$ cat config.mk
export PLATFORM = sky130hd
export DESIGN_NAME = epoch_to_calendar_fields
export DESIGN_NICKNAME = d
export VERILOG_FILES = /design/src/hdl/ecf_pkg.sv /design/src/hdl/ecf_front.sv /design/src/hdl/ecf_queue.sv /design/src/hdl/ecf_back.sv /design/src/hdl/epoch_to_calendar_fields.sv
export VERILOG_INCLUDE_DIRS = /design/src /design/src/hdl
export SDC_FILE = /design/constraint.sdc
export NUM_CORES = 2
export LEC_CHECK = 0
export ABC_AREA = 0
export BUFFER_PORTS_ARGS = -buffer_cell sky130_fd_sc_hd__buf_2
export CAP_MARGIN = 20
export CORE_MARGIN = 5
export CORE_UTILIZATION = 25
export DETAILED_ROUTE_END_ITERATION = 10
export PLACE_DENSITY = 0.45
export SLEW_MARGIN = 20
export SYNTH_ARGS = -nofsm -noshare
export SYNTH_HDL_FRONTEND = slang
export SYNTH_SLANG_ARGS = --single-unit
$ cat constraint.sdc
create_clock -name clock -period 24.4 [get_ports clock]
set_clock_uncertainty 0.1 [all_clocks]
set_input_delay 1.22 -clock clock [delete_from_list [all_inputs] [get_ports clock]]
set_output_delay 1.22 -clock clock [all_outputs]
set_load 0.03 [all_outputs]
$ cat src/hdl/epoch_to_calendar_fields_defines.svh
// Assertion helpers for the module that checks itself.
`ifndef EPOCH_TO_CALENDAR_FIELDS_DEFINES_SVH
`define EPOCH_TO_CALENDAR_FIELDS_DEFINES_SVH

// Same-cycle implication, checked on every rising clock edge outside reset.
`define ECF_ASSERT_NOW(label, clk, rst, ante, cons, msg) \
   label: assert property (@(posedge clk) disable iff (rst) (ante) |-> (cons)) \
      else $error(msg);

// Next-cycle implication.
`define ECF_ASSERT_NEXT(label, clk, rst, ante, cons, msg) \
   label: assert property (@(posedge clk) disable iff (rst) (ante) |=> (cons)) \
      else $error(msg);

`endif

$ cat src/hdl/ecf_pkg.sv
`timescale 1ns / 1ps
package ecf_pkg;

   localparam int EPOCH_W      = 32;
   localparam int DAYS_W       = 16;
   localparam int QUEUE_DEPTH  = 2;

   localparam logic [31:0] VALID_AFTER_RESET = 32'd1575158400;

   localparam logic [5:0]  SECS_PER_MIN   = 6'd60;
   localparam logic [5:0]  HOURS_PER_DAY  = 6'd24;
   localparam logic [3:0]  DAYS_PER_WEEK  = 4'd7;
   localparam logic [3:0]  THURSDAY_SHIFT = 4'd4;

   // reciprocals: x / 60 = (x * RECIP_60) >> 37 and x / 24 = (x * RECIP_24) >> 36 for any
   // 32-bit x; x / 7 = (x * RECIP_7) >> 19 for any x below 2**16
   localparam logic [31:0] RECIP_60 = 32'h8888_8889;
   localparam logic [31:0] RECIP_24 = 32'hAAAA_AAAB;
   localparam logic [31:0] RECIP_7  = 32'd74899;

   localparam logic [8:0]  DAYS_COMMON_YEAR = 9'd365;
   localparam logic [8:0]  DAYS_LEAP_YEAR   = 9'd366;
   localparam logic [7:0]  YEARS_TO_2000    = 8'd30;

   // 1970 taken modulo 4, 100 and 400
   localparam logic [1:0]  EPOCH_MOD4   = 2'd2;
   localparam logic [6:0]  EPOCH_MOD100 = 7'd70;
   localparam logic [8:0]  EPOCH_MOD400 = 9'd370;
   localparam logic [6:0]  LAST_MOD100  = 7'd99;
   localparam logic [8:0]  LAST_MOD400  = 9'd399;

   localparam logic [3:0]  MONTH_JAN = 4'd0;
   localparam logic [3:0]  MONTH_FEB = 4'd1;
   localparam logic [3:0]  MONTH_DEC = 4'd11;

   // divider pass codes
   localparam logic [1:0]  PASS_SEC  = 2'd0;
   localparam logic [1:0]  PASS_MIN  = 2'd1;
   localparam logic [1:0]  PASS_HOUR = 2'd2;
   localparam logic [1:0]  PASS_DAY  = 2'd3;

   typedef struct packed {
      logic [5:0]        sec;
      logic [5:0]        min;
      logic [4:0]        hour;
      logic [DAYS_W-1:0] days;
      logic [2:0]        wday;
      logic              valid;
   } entry_type;

   typedef struct packed {
      logic push;
      logic pop;
      logic full;
      logic empty;
   } queue_ctl_type;

   function automatic logic [4:0] month_len(input logic [3:0] month, input logic leap);
      logic [4:0] len;
      case (month)
         4'd0, 4'd2, 4'd4, 4'd6, 4'd7, 4'd9, 4'd11: len = 5'd31;
         4'd3, 4'd5, 4'd8, 4'd10:                  len = 5'd30;
         MONTH_FEB:                                len = leap ? 5'd29 : 5'd28;
         default:                                  len = 5'd31;
      endcase
      return len;
   endfunction

endpackage

$ cat src/hdl/ecf_front.sv
`timescale 1ns / 1ps
module ecf_front (
   input  logic                         clock,
   input  logic                         reset,
   input  logic                         start,
   output logic                         busy,
   input  logic [ecf_pkg::EPOCH_W-1:0]  epoch_seconds,
   input  logic [31:0]                  valid_after,
   input  logic                         queue_full,
   output logic                         queue_push,
   output ecf_pkg::entry_type           queue_data
);

   typedef enum logic [3:0] {
      F_IDLE = 4'b0001,
      F_MUL  = 4'b0010,
      F_SUB  = 4'b0100,
      F_PUSH = 4'b1000
   } front_state_type;

   front_state_type                    state_ff, state_in;
   logic [ecf_pkg::EPOCH_W-1:0]        num_ff, num_in;
   logic [63:0]                        prod_ff, prod_in;
   logic [1:0]                         pass_ff, pass_in;
   logic [2:0]                         mod7_ff, mod7_in;
   logic [5:0]                         sec_ff, sec_in;
   logic [5:0]                         min_ff, min_in;
   logic [4:0]                         hour_ff, hour_in;
   logic                               valid_ff, valid_in;

   logic [31:0] recip;
   logic [5:0]  divisor;
   logic [31:0] quot;
   logic [11:0] quot_lo_mul;
   logic [5:0]  rem_step;
   logic [3:0]  wday_sum;
   logic [3:0]  wday_mod;

   always_comb begin
      // the high product bits give the exact quotient over each pass's input range
      case (pass_ff)
         ecf_pkg::PASS_HOUR: begin
            recip   = ecf_pkg::RECIP_24;
            divisor = ecf_pkg::HOURS_PER_DAY;
            quot    = {4'd0, prod_ff[63:36]};
         end
         ecf_pkg::PASS_DAY: begin
            recip   = ecf_pkg::RECIP_7;
            divisor = {2'b00, ecf_pkg::DAYS_PER_WEEK};
            quot    = prod_ff[50:19];
         end
         default: begin
            recip   = ecf_pkg::RECIP_60;
            divisor = ecf_pkg::SECS_PER_MIN;
            quot    = {5'd0, prod_ff[63:37]};
         end
      endcase
      // the remainder is below 64, so the low six bits carry it exactly
      quot_lo_mul = 12'(quot[5:0]) * 12'(divisor);
      rem_step    = num_ff[5:0] - quot_lo_mul[5:0];
      wday_sum = {1'b0, mod7_ff} + ecf_pkg::THURSDAY_SHIFT;
      wday_mod = (wday_sum >= ecf_pkg::DAYS_PER_WEEK) ? wday_sum - ecf_pkg::DAYS_PER_WEEK
                                                       : wday_sum;
   end

   always_comb begin
      state_in = state_ff;
      num_in   = num_ff;
      prod_in  = prod_ff;
      pass_in  = pass_ff;
      mod7_in  = mod7_ff;
      sec_in   = sec_ff;
      min_in   = min_ff;
      hour_in  = hour_ff;
      valid_in = valid_ff;
      case (state_ff)
         F_IDLE: begin
            if (start) begin
               num_in   = epoch_seconds;
               pass_in  = ecf_pkg::PASS_SEC;
               valid_in = (epoch_seconds > valid_after);
               state_in = F_MUL;
            end
         end
         F_MUL: begin
            prod_in  = 64'(num_ff) * 64'(recip);
            state_in = F_SUB;
         end
         F_SUB: begin
            num_in   = quot;
            state_in = F_MUL;
            case (pass_ff)
               ecf_pkg::PASS_SEC: begin
                  sec_in  = rem_step;
                  pass_in = ecf_pkg::PASS_MIN;
               end
               ecf_pkg::PASS_MIN: begin
                  min_in  = rem_step;
                  pass_in = ecf_pkg::PASS_HOUR;
               end
               ecf_pkg::PASS_HOUR: begin
                  hour_in = rem_step[4:0];
                  pass_in = ecf_pkg::PASS_DAY;
               end
               default: begin
                  // hold the day count, keep only its remainder by seven
                  num_in   = num_ff;
                  mod7_in  = rem_step[2:0];
                  state_in = F_PUSH;
               end
            endcase
         end
         F_PUSH: begin
            if (!queue_full) begin
               state_in = F_IDLE;
            end
         end
         default: state_in = F_IDLE;
      endcase
   end

   always_ff @(posedge clock) begin
      if (reset) begin
         state_ff <= F_IDLE;
      end else begin
         state_ff <= state_in;
      end
      num_ff   <= num_in;
      prod_ff  <= prod_in;
      pass_ff  <= pass_in;
      mod7_ff  <= mod7_in;
      sec_ff   <= sec_in;
      min_ff   <= min_in;
      hour_ff  <= hour_in;
      valid_ff <= valid_in;
   end

   assign busy       = (state_ff != F_IDLE);
   assign queue_push = (state_ff == F_PUSH) && !queue_full;

   always_comb begin
      queue_data.sec   = sec_ff;
      queue_data.min   = min_ff;
      queue_data.hour  = hour_ff;
      queue_data.days  = num_ff[ecf_pkg::DAYS_W-1:0];
      queue_data.wday  = 3'(wday_mod + 4'd1);
      queue_data.valid = valid_ff;
   end

endmodule

$ cat src/hdl/ecf_queue.sv
`timescale 1ns / 1ps
module ecf_queue #(
   parameter int DEPTH = ecf_pkg::QUEUE_DEPTH
) (
   input  logic                   clock,
   input  logic                   reset,
   input  logic                   push,
   input  ecf_pkg::entry_type     push_data,
   input  logic                   pop,
   output ecf_pkg::entry_type     pop_data,
   output logic                   full,
   output logic                   empty
);

   localparam int PTR_W = (DEPTH > 1) ? $clog2(DEPTH) : 1;
   localparam int CNT_W = $clog2(DEPTH + 1);

   ecf_pkg::entry_type  slot_ff [DEPTH];
   logic [PTR_W-1:0]    wr_ptr_ff, wr_ptr_in;
   logic [PTR_W-1:0]    rd_ptr_ff, rd_ptr_in;
   logic [CNT_W-1:0]    count_ff, count_in;

   always_comb begin
      wr_ptr_in = wr_ptr_ff;
      rd_ptr_in = rd_ptr_ff;
      count_in  = count_ff;
      if (push) begin
         wr_ptr_in = (wr_ptr_ff == PTR_W'(DEPTH - 1)) ? '0 : wr_ptr_ff + 1'b1;
      end
      if (pop) begin
         rd_ptr_in = (rd_ptr_ff == PTR_W'(DEPTH - 1)) ? '0 : rd_ptr_ff + 1'b1;
      end
      if (push && !pop) begin
         count_in = count_ff + 1'b1;
      end else if (pop && !push) begin
         count_in = count_ff - 1'b1;
      end
   end

   always_ff @(posedge clock) begin
      if (reset) begin
         wr_ptr_ff <= '0;
         rd_ptr_ff <= '0;
         count_ff  <= '0;
      end else begin
         wr_ptr_ff <= wr_ptr_in;
         rd_ptr_ff <= rd_ptr_in;
         count_ff  <= count_in;
      end
   end

   always_ff @(posedge clock) begin
      if (push) begin
         slot_ff[wr_ptr_ff] <= push_data;
      end
   end

   assign pop_data = slot_ff[rd_ptr_ff];
   assign full     = (count_ff == CNT_W'(DEPTH));
   assign empty    = (count_ff == '0);

endmodule

$ cat src/hdl/ecf_back.sv
`timescale 1ns / 1ps
module ecf_back (
   input  logic                         clock,
   input  logic                         reset,
   input  logic                         queue_empty,
   input  ecf_pkg::entry_type           queue_data,
   output logic                         queue_pop,
   output logic                         rsp_valid,
   output logic [5:0]                   rsp_second_of_minute,
   output logic [5:0]                   rsp_minute_of_hour,
   output logic [4:0]                   rsp_hour_of_day,
   output logic [15:0]                  rsp_days_since_epoch,
   output logic [2:0]                   rsp_weekday,
   output logic signed [7:0]            rsp_year_from_2000,
   output logic [8:0]                   rsp_day_in_year,
   output logic [3:0]                   rsp_month_number,
   output logic [4:0]                   rsp_day_in_month,
   output logic                         rsp_time_valid
);

   typedef enum logic [2:0] {
      B_IDLE  = 3'b001,
      B_YEAR  = 3'b010,
      B_MONTH = 3'b100
   } back_state_type;

   back_state_type                  state_ff, state_in;
   ecf_pkg::entry_type              item_ff, item_in;
   logic [ecf_pkg::DAYS_W-1:0]      rem_ff, rem_in;
   logic [7:0]                      year_ff, year_in;
   logic [1:0]                      mod4_ff, mod4_in;
   logic [6:0]                      mod100_ff, mod100_in;
   logic [8:0]                      mod400_ff, mod400_in;
   logic [8:0]                      doy_ff, doy_in;
   logic [3:0]                      month_ff, month_in;
   logic                            out_valid_ff, out_valid_in;
   ecf_pkg::entry_type              out_item_ff, out_item_in;
   logic [7:0]                      out_year_ff, out_year_in;
   logic [8:0]                      out_doy_ff, out_doy_in;
   logic [3:0]                      out_month_ff, out_month_in;
   logic [4:0]                      out_mday_ff, out_mday_in;

   logic       leap;
   logic [8:0] year_len;
   logic [4:0] mon_len;

   always_comb begin
      leap     = (mod4_ff == 2'd0) && ((mod100_ff != 7'd0) || (mod400_ff == 9'd0));
      year_len = leap ? ecf_pkg::DAYS_LEAP_YEAR : ecf_pkg::DAYS_COMMON_YEAR;
      mon_len  = ecf_pkg::month_len(month_ff, leap);
   end

   always_comb begin
      state_in     = state_ff;
      item_in      = item_ff;
      rem_in       = rem_ff;
      year_in      = year_ff;
      mod4_in      = mod4_ff;
      mod100_in    = mod100_ff;
      mod400_in    = mod400_ff;
      doy_in       = doy_ff;
      month_in     = month_ff;
      out_valid_in = 1'b0;
      out_item_in  = out_item_ff;
      out_year_in  = out_year_ff;
      out_doy_in   = out_doy_ff;
      out_month_in = out_month_ff;
      out_mday_in  = out_mday_ff;
      queue_pop    = 1'b0;
      case (state_ff)
         B_IDLE: begin
            if (!queue_empty) begin
               queue_pop = 1'b1;
               item_in   = queue_data;
               rem_in    = queue_data.days;
               year_in   = '0;
               mod4_in   = ecf_pkg::EPOCH_MOD4;
               mod100_in = ecf_pkg::EPOCH_MOD100;
               mod400_in = ecf_pkg::EPOCH_MOD400;
               state_in  = B_YEAR;
            end
         end
         B_YEAR: begin
            // advance one year while the remaining days cover it
            if (rem_ff >= ecf_pkg::DAYS_W'(year_len)) begin
               rem_in    = rem_ff - ecf_pkg::DAYS_W'(year_len);
               year_in   = year_ff + 1'b1;
               mod4_in   = mod4_ff + 1'b1;
               mod100_in = (mod100_ff == ecf_pkg::LAST_MOD100) ? '0 : mod100_ff + 1'b1;
               mod400_in = (mod400_ff == ecf_pkg::LAST_MOD400) ? '0 : mod400_ff + 1'b1;
            end else begin
               doy_in   = rem_ff[8:0];
               month_in = ecf_pkg::MONTH_JAN;
               state_in = B_MONTH;
            end
         end
         B_MONTH: begin
            if ((rem_ff >= ecf_pkg::DAYS_W'(mon_len)) && (month_ff != ecf_pkg::MONTH_DEC)) begin
               rem_in   = rem_ff - ecf_pkg::DAYS_W'(mon_len);
               month_in = month_ff + 1'b1;
            end else begin
               out_valid_in = 1'b1;
               out_item_in  = item_ff;
               out_year_in  = year_ff - ecf_pkg::YEARS_TO_2000;
               out_doy_in   = doy_ff;
               out_month_in = month_ff + 1'b1;
               out_mday_in  = 5'(rem_ff[4:0] + 5'd1);
               state_in     = B_IDLE;
            end
         end
         default: state_in = B_IDLE;
      endcase
   end

   always_ff @(posedge clock) begin
      if (reset) begin
         state_ff     <= B_IDLE;
         out_valid_ff <= 1'b0;
      end else begin
         state_ff     <= state_in;
         out_valid_ff <= out_valid_in;
      end
      item_ff      <= item_in;
      rem_ff       <= rem_in;
      year_ff      <= year_in;
      mod4_ff      <= mod4_in;
      mod100_ff    <= mod100_in;
      mod400_ff    <= mod400_in;
      doy_ff       <= doy_in;
      month_ff     <= month_in;
      out_item_ff  <= out_item_in;
      out_year_ff  <= out_year_in;
      out_doy_ff   <= out_doy_in;
      out_month_ff <= out_month_in;
      out_mday_ff  <= out_mday_in;
   end

   assign rsp_valid            = out_valid_ff;
   assign rsp_second_of_minute = out_item_ff.sec;
   assign rsp_minute_of_hour   = out_item_ff.min;
   assign rsp_hour_of_day      = out_item_ff.hour;
   assign rsp_days_since_epoch = out_item_ff.days;
   assign rsp_weekday          = out_item_ff.wday;
   assign rsp_year_from_2000   = $signed(out_year_ff);
   assign rsp_day_in_year      = out_doy_ff;
   assign rsp_month_number     = out_month_ff;
   assign rsp_day_in_month     = out_mday_ff;
   assign rsp_time_valid       = out_item_ff.valid;

endmodule

$ cat src/hdl/epoch_to_calendar_fields.sv
`timescale 1ns / 1ps
// A word passes the front end, which divides by 60, 60, 24 and 7 with a multiply state and
// a subtract state each, then the queue, then the back end, which walks the years past 1970
// and then the months past January. The back end walks the years and months while the front
// end converts the next word into a queue of QUEUE_DEPTH entries, two by default.
// Reset (synchronous) empties the queue, idles both ends and loads the threshold
// 1575158400. Results are strobed for one cycle; the receiver cannot stall.
`include "epoch_to_calendar_fields_defines.svh"
module epoch_to_calendar_fields #(
   parameter int QUEUE_DEPTH = ecf_pkg::QUEUE_DEPTH
) (
   input  logic                  clock,
   input  logic                  reset,
   input  logic                  start,
   output logic                  busy,
   input  logic [31:0]           req_epoch_seconds,
   input  logic                  csr_we,
   input  logic [31:0]           csr_wdata,
   output logic                  rsp_valid,
   output logic [5:0]            rsp_second_of_minute,
   output logic [5:0]            rsp_minute_of_hour,
   output logic [4:0]            rsp_hour_of_day,
   output logic [15:0]           rsp_days_since_epoch,
   output logic [2:0]            rsp_weekday,
   output logic signed [7:0]     rsp_year_from_2000,
   output logic [8:0]            rsp_day_in_year,
   output logic [3:0]            rsp_month_number,
   output logic [4:0]            rsp_day_in_month,
   output logic                  rsp_time_valid
);

   logic [31:0]            valid_after_ff, valid_after_in;
   ecf_pkg::queue_ctl_type qctl;
   ecf_pkg::entry_type     push_data;
   ecf_pkg::entry_type     pop_data;
   logic                   queue_ok;
   logic                   date_ok;
   logic                   time_ok;

   assign valid_after_in = csr_we ? csr_wdata : valid_after_ff;

   always_ff @(posedge clock) begin
      if (reset) begin
         valid_after_ff <= ecf_pkg::VALID_AFTER_RESET;
      end else begin
         valid_after_ff <= valid_after_in;
      end
   end

   ecf_front u_front (
      .clock         (clock),
      .reset         (reset),
      .start         (start),
      .busy          (busy),
      .epoch_seconds (req_epoch_seconds),
      .valid_after   (valid_after_ff),
      .queue_full    (qctl.full),
      .queue_push    (qctl.push),
      .queue_data    (push_data)
   );

   ecf_queue #(
      .DEPTH (QUEUE_DEPTH)
   ) u_queue (
      .clock     (clock),
      .reset     (reset),
      .push      (qctl.push),
      .push_data (push_data),
      .pop       (qctl.pop),
      .pop_data  (pop_data),
      .full      (qctl.full),
      .empty     (qctl.empty)
   );

   ecf_back u_back (
      .clock                (clock),
      .reset                (reset),
      .queue_empty          (qctl.empty),
      .queue_data           (pop_data),
      .queue_pop            (qctl.pop),
      .rsp_valid            (rsp_valid),
      .rsp_second_of_minute (rsp_second_of_minute),
      .rsp_minute_of_hour   (rsp_minute_of_hour),
      .rsp_hour_of_day      (rsp_hour_of_day),
      .rsp_days_since_epoch (rsp_days_since_epoch),
      .rsp_weekday          (rsp_weekday),
      .rsp_year_from_2000   (rsp_year_from_2000),
      .rsp_day_in_year      (rsp_day_in_year),
      .rsp_month_number     (rsp_month_number),
      .rsp_day_in_month     (rsp_day_in_month),
      .rsp_time_valid       (rsp_time_valid)
   );

   assign queue_ok = !(qctl.push && qctl.full) && !(qctl.pop && qctl.empty);
   assign date_ok  = (rsp_month_number >= 4'd1) && (rsp_month_number <= 4'd12)
                     && (rsp_day_in_month >= 5'd1) && (rsp_day_in_year <= 9'd365);
   assign time_ok  = (rsp_hour_of_day <= 5'd23) && (rsp_minute_of_hour <= 6'd59)
                     && (rsp_second_of_minute <= 6'd59) && (rsp_weekday >= 3'd1);

   `ECF_ASSERT_NEXT(a_accept_busy, clock, reset, start && !busy, busy, "accepted word did not raise busy")
   `ECF_ASSERT_NOW(a_queue_sane, clock, reset, 1'b1, queue_ok, "queue overrun or underrun")
   `ECF_ASSERT_NOW(a_date_range, clock, reset, rsp_valid, date_ok, "date field out of range")
   `ECF_ASSERT_NOW(a_time_range, clock, reset, rsp_valid, time_ok, "time field out of range")

endmodule
# After elaboration in Yosys (flattened, before gate mapping)
# Memory sizes are Yosys's and may differ from the RTL's. A register that Yosys moved wholly into a read port is not among the register bits.
# Index checks and enable logic that the tools add are counted.
# op_classes
muxes	53
bitwise_logic	5
magnitude_cmp	4
n_eq_ne	29
multipliers	2
reduce_logical	37
addsub	17
# ops
op	n
one-hot mux 32 bit (2 select lines)	3
multiplier 32 x 32 -> 64 bit	1
two-way mux 32 bit	2
two-way mux 16 bit	3
one-hot mux 16 bit (3 select lines)	1
greater-than comparator 32 bit	1
two-way mux 9 bit	3
two-way mux 7 bit	3
two-way mux 4 bit	5
one-hot mux 9 bit (2 select lines)	1
AND reduction 2 bit	9
greater-or-equal comparator 16 x 5 -> 1 bit	1
greater-or-equal comparator 16 x 9 -> 1 bit	1
two-way mux 8 bit	2
one-hot mux 4 bit (4 select lines)	1
one-hot mux 8 bit (2 select lines)	1
subtractor 16 x 5 -> 16 bit	1
subtractor 16 x 9 -> 16 bit	1
AND reduction 3 bit	5
one-hot mux 7 bit (2 select lines)	1
== test 4 bit (second input constant)	3
two-way mux 2 bit	6
two-way mux 3 bit	4
!= test 2 bit (second input constant)	6
other kinds (49)	82
# totals
register_bits	318
mem_count	1
ram_bits	74
output_inout_bits	65
word_cells	186
# memory_table
memory	depth	width	read_ports	rd_clocked_by_memory_dff	wr	line	rtl
u_queue.slot_ff	2	37	1	1	1	ecf_queue.sv:18	ecf_pkg::entry_type slot_ff [DEPTH];

# Logic depth before layout (Yosys ltp)
# depth
ltp_word	9
depth_mapped	32

# Hierarchy
# Synthesis repeated with hierarchy kept, for this count alone.
# unflattened
cells_unflattened	3634
hier_area_um2	39043.7
# by_module_without_submodules
module	area_each_um2	cells_per_inst	seq_area_each_um2	n_inst
ecf_front	28257.1	2911	3083.0	1
ecf_back	6726.5	483	4734.5	1
ecf_queue	2885.3	137	2322.2	1
epoch_to_calendar_fields	1174.9	103	640.6	1

# Least setup slack after synthesis
# No wires, ideal clock.
# synth_path
kind	reg-to-reg
startpoint	register u_front.pass_ff[0]
endpoint	register u_front.prod_ff[62] (data pin)
t_arrival_ps	7664
period_less_slack_ps	8022
slack_ps	16378
required_time_ps	24042
setup_time_ps	258
path_stages_with_launch	29
cell_sequence	edfxtp_1 inv_1 ha_1 clkbuf_1 clkbuf_1 clkbuf_1 and2_1 ha_1 fa_1 fa_1 inv_1 fa_1 inv_1 fa_1 fa_1 fa_1 inv_1 fa_1 inv_1 ha_1 clkbuf_1 nand4_1 or3_1 nand2b_1 a311oi_1 a211oi_2 o31ai_2 a21oi_1 xnor2_1
# synth_via
elab_chain_cells	3
# synth_rtl
element	line	rtl
from (decl)	ecf_front.sv:24	logic [1:0] pass_ff, pass_in;
from (signal assigned)	ecf_front.sv:130	pass_ff <= pass_in;
== test 2 bit	ecf_front.sv:41	case (pass_ff)
one-hot mux 32 bit (2 select lines) (*)	ecf_front.sv:41	
multiplier 32 x 32 -> 64 bit (*)	ecf_front.sv:86	prod_in = 64'(num_ff) * 64'(recip);
to (signal assigned)	ecf_front.sv:129	prod_ff <= prod_in;
to (decl)	ecf_front.sv:23	logic [63:0] prod_ff, prod_in;
# Every way passes the cells marked *; elsewhere a longest branch is shown, timed or not.
# A chain may end at the register's enable or synchronous reset.

# Worst setup path after layout
# Same ends and word-level chain as after synthesis.

==> results.yml <==
clock_tree:
  cts_setup_buffers: 0
  clockBufferDepth: 3
  clock-sinks: 374
  cts_made_buffers: 38
  cts_tree: "built"
  cts_root_buf: "clkbuf_16"
  insertion_delay_ps: 570
  clk_pin_slew_ps: 60
  h-tree-depth: 2
  cts.repair.resized: 0
  postCtsHoldBufs: 0
setup_path:
  critPathRequiredTime_ps: 24600
  worstSetupEndpointType: "flip-flop"
  cp_slowest_cell: "a311oi_1"
  worstSetupStartpointType: "flip-flop"
  critPathTopFamily: "adder cells"
  path_class: "reg2reg"
  path_buf_inv: 7
  path_max_fanout: 40
  critPathMaxStageDelay_ps: 640
  arrival_ps: 9650
  crit_top_cell: "fa_1"
place:
  io_buffers: 132
  place_area_um2: 41600
  dp_hpwl_um: 101000
  gp_congestion: 0.907
timing:
  max_freq_ghz: 0.106
  fin_crit_ps: 9440
  period_share_pct: 38.7
  final-hold-violation-count: 0
  fin_tns_setup_ps: 0
  slew_headroom_pct: 28.0
  setup_viol: 0
  final_max_slew_viol_count: 0
  timing.hold.ws_ps: 306
  worst_pin_slew_ps: 1080
  rsz0062_at_grt: "false"
final_layout:
  finalInstanceArea_um2: 42800
  nets: 4777
  area.growth.synth_to_final_pct: 11.1
  drive_gt1_share_pct: 7.66
yosys:
  synth_simple_gate_area_share_pct: 7.83
  ys_seq_area_share_pct: 28.0
  synth_edf_count: 329
  synth_ff_type: "edfxtp_1"
  netlist_instances: 3591
  synth_top_family_by_area: "adder cells"
  syn_area_per_cell_um2: 10.7
  synthArstFlopShare_pct: 0
  synth_fa_ha_area_share_pct: 42.8
  synth_xor_area_share_pct: 3.11
  syn_area_um2: 38500
  ys_seq_elements: 374
  yosysUniqueCellTypes: 73
  synth_nets: 4674
  yosys_warnings: 0
  synth_area_leaders: "fa_1 (26%), edfxtp_1 (26%), ha_1 (16%)"
  yosysTopAreaCell: "fa_1"
  muxShareOfSynthArea_pct: 1.76
  synth_compound_area_share_pct: 7.11
  synth_top_area_share_pct: 26.3
route:
  wirelength_um: 120000
  routed_via_density: 4.39
  ant_nets: 0
  drc: 0
  first_pass_iters: 5
  num_vias: 25300
  drt_iter0_drc: 1661
  wl_per_cell_um: 20.8
die:
  ios: 133
  rows: 144
  dieArea_um2: 162000
  die_h_um: 403
  core_um2: 154000
  initial_core_util_pct: 25.1
  die_w_um: 403
outcome:
  outcome: "finished clean"
global_routing:
  antenna_found_initial: 4
  grt_pass1_vias: 27000
  grt_overflow_total: 0
  grt_pass1_wl_um: 177000
  grt_start_max_net_pins: 73
  grt_usage_pct: 14.7
min_path:
  hold_path.class: "reg2reg"
job:
  drv_cap: 0
==> final timing paths <==
check,start,to,slack (ps),depth (start not counted)
max,u_front.pass_ff[0],u_front.prod_ff[62],14960,26
max reg2reg,u_front.pass_ff[0],u_front.prod_ff[62],14960,26
min,u_back.item_ff[13],u_back.rsp_days_since_epoch[9],310,0
min reg2reg,u_back.item_ff[13],u_back.rsp_days_since_epoch[9],310,0
==> synth_stat cells, types with 4 or more instances <==
| cell type | instances |
|---|---|
| nor2b_1 | 25 |
| nand2b_1 | 38 |
| o22ai_1 | 12 |
| clkbuf_1 | 84 |
| o211ai_1 | 17 |
| inv_1 | 869 |
| nand4_1 | 25 |
| a31oi_1 | 31 |
| a22o_1 | 4 |
| and2_1 | 85 |
| o21ai_0 | 62 |
| and4_1 | 5 |
| o221ai_1 | 5 |
| a221o_1 | 4 |
| nor4b_1 | 4 |
| edfxtp_1 | 329 |
| mux2_2 | 38 |
| a211oi_1 | 5 |
| nor3_1 | 17 |
| o21a_1 | 7 |
| nand3_1 | 27 |
| and3_1 | 22 |
| nor2_1 | 181 |
| ha_1 | 508 |
| a311oi_1 | 4 |
| mux2i_1 | 25 |
| a21oi_1 | 113 |
| nor4_1 | 6 |
| a22oi_1 | 32 |
| a21o_1 | 66 |
| xor2_1 | 51 |
| buf_1 | 5 |
| o21bai_1 | 12 |
| xnor2_1 | 86 |
| fa_1 | 507 |
| a31o_2 | 7 |
| dfxtp_1 | 45 |
| nand2_1 | 178 |
==> routing by layer <==
metal,up-vias,GRT usage [%],share of wire (%)
met5,-,0,0
met4,0,4.30,3.3
met2,702,24.0,46
met1,12700,20.1,45
met3,154,2.41,5.6
li1,11800,-,-
==> area by class of cell <==
| type | count | area, µm² |
|---|---|---|
| fillers | 16200 | 111000 |
| multi-input cells | 2255 | 24200 |
| flip-flops and latches | 374 | 10800 |
| inverters | 871 | 3270 |
| well taps | 2044 | 2560 |
| clock buffers | 51 | 1060 |
| repair buffers | 154 | 826 |
| clock inverters | 17 | 121 |
| diodes | 1 | 2.50 |
==> state kept, by name, summed over array words and instances, names as in the netlist, 5 cells and up, named ones only <==
name / flops
u_back.rsp_day_in_year: 9
u_back.mod100_ff: 7
u_front.min_ff: 6
u_front.hour_ff: 5
u_back.rsp_minute_of_hour: 6
u_back.rsp_year_from_2000: 8
u_back.mod400_ff: 9
u_back.doy_ff: 9
u_back.item_ff: 37
u_back.rsp_day_in_month: 5
u_back.year_ff: 8
u_back.rsp_hour_of_day: 5
u_front.sec_ff: 6
u_back.rsp_days_since_epoch: 16
u_back.rsp_second_of_minute: 6
u_front.num_ff: 32
valid_after_ff: 32
u_front.prod_ff: 45
u_queue.slot_ff: 74
u_back.rem_ff: 16
==> cell families after synthesis <==
kind of cell	count (synthesis)
adder cells (fa/ha/maj)	1015
buffers and inverters	962
AND/OR/NAND/NOR	628
AO/OA/AOI/OAI	412
flip-flops	374
XOR/XNOR	137
multiplexers	63
==> cell usage in the layout (no fill, tap or decap), types with 6 or more instances in the layout <==
cell type	Yosys	layout
nand4_1	25	25
ha_1	508	505
clkbuf_16	0	40
xnor2_1	86	86
xor2_1	51	51
nor2_1	181	178
edfxtp_1	329	329
inv_1	869	868
mux2_2	38	38
o21bai_1	12	12
a31oi_1	31	31
nor3_1	17	17
and3_1	22	22
a21oi_1	113	112
nor4_1	6	6
a22oi_1	32	32
buf_4	0	22
clkinv_1	1	7
o22ai_1	12	12
clkbuf_1	84	7
nand2b_1	38	38
and2_1	85	84
dfxtp_1	45	44
nor2b_1	25	24
fa_1	507	507
a31o_2	7	7
mux2i_1	25	25
nand3_1	27	27
o21a_1	7	7
clkinv_2	0	8
o21ai_0	62	62
o211ai_1	17	17
nand2_1	178	178
buf_2	2	132
a21o_1	66	66
==> per-stage QoR <==
stage / instances / setup slack, ps / utilization (%)
floorplan: 3591 / 16380 / -
global placement: 5698 / 15120 / 27.1
detailed placement: 5698 / 15030 / 27.1
CTS: 5766 / 15010 / 27.8
global route: 5767 / 14560 / 27.9
finish: 5767 / 14960 / 27.9
Power is not shown: default switching activity piles up to over one toggle a cycle in this logic, so the estimate is an artifact.
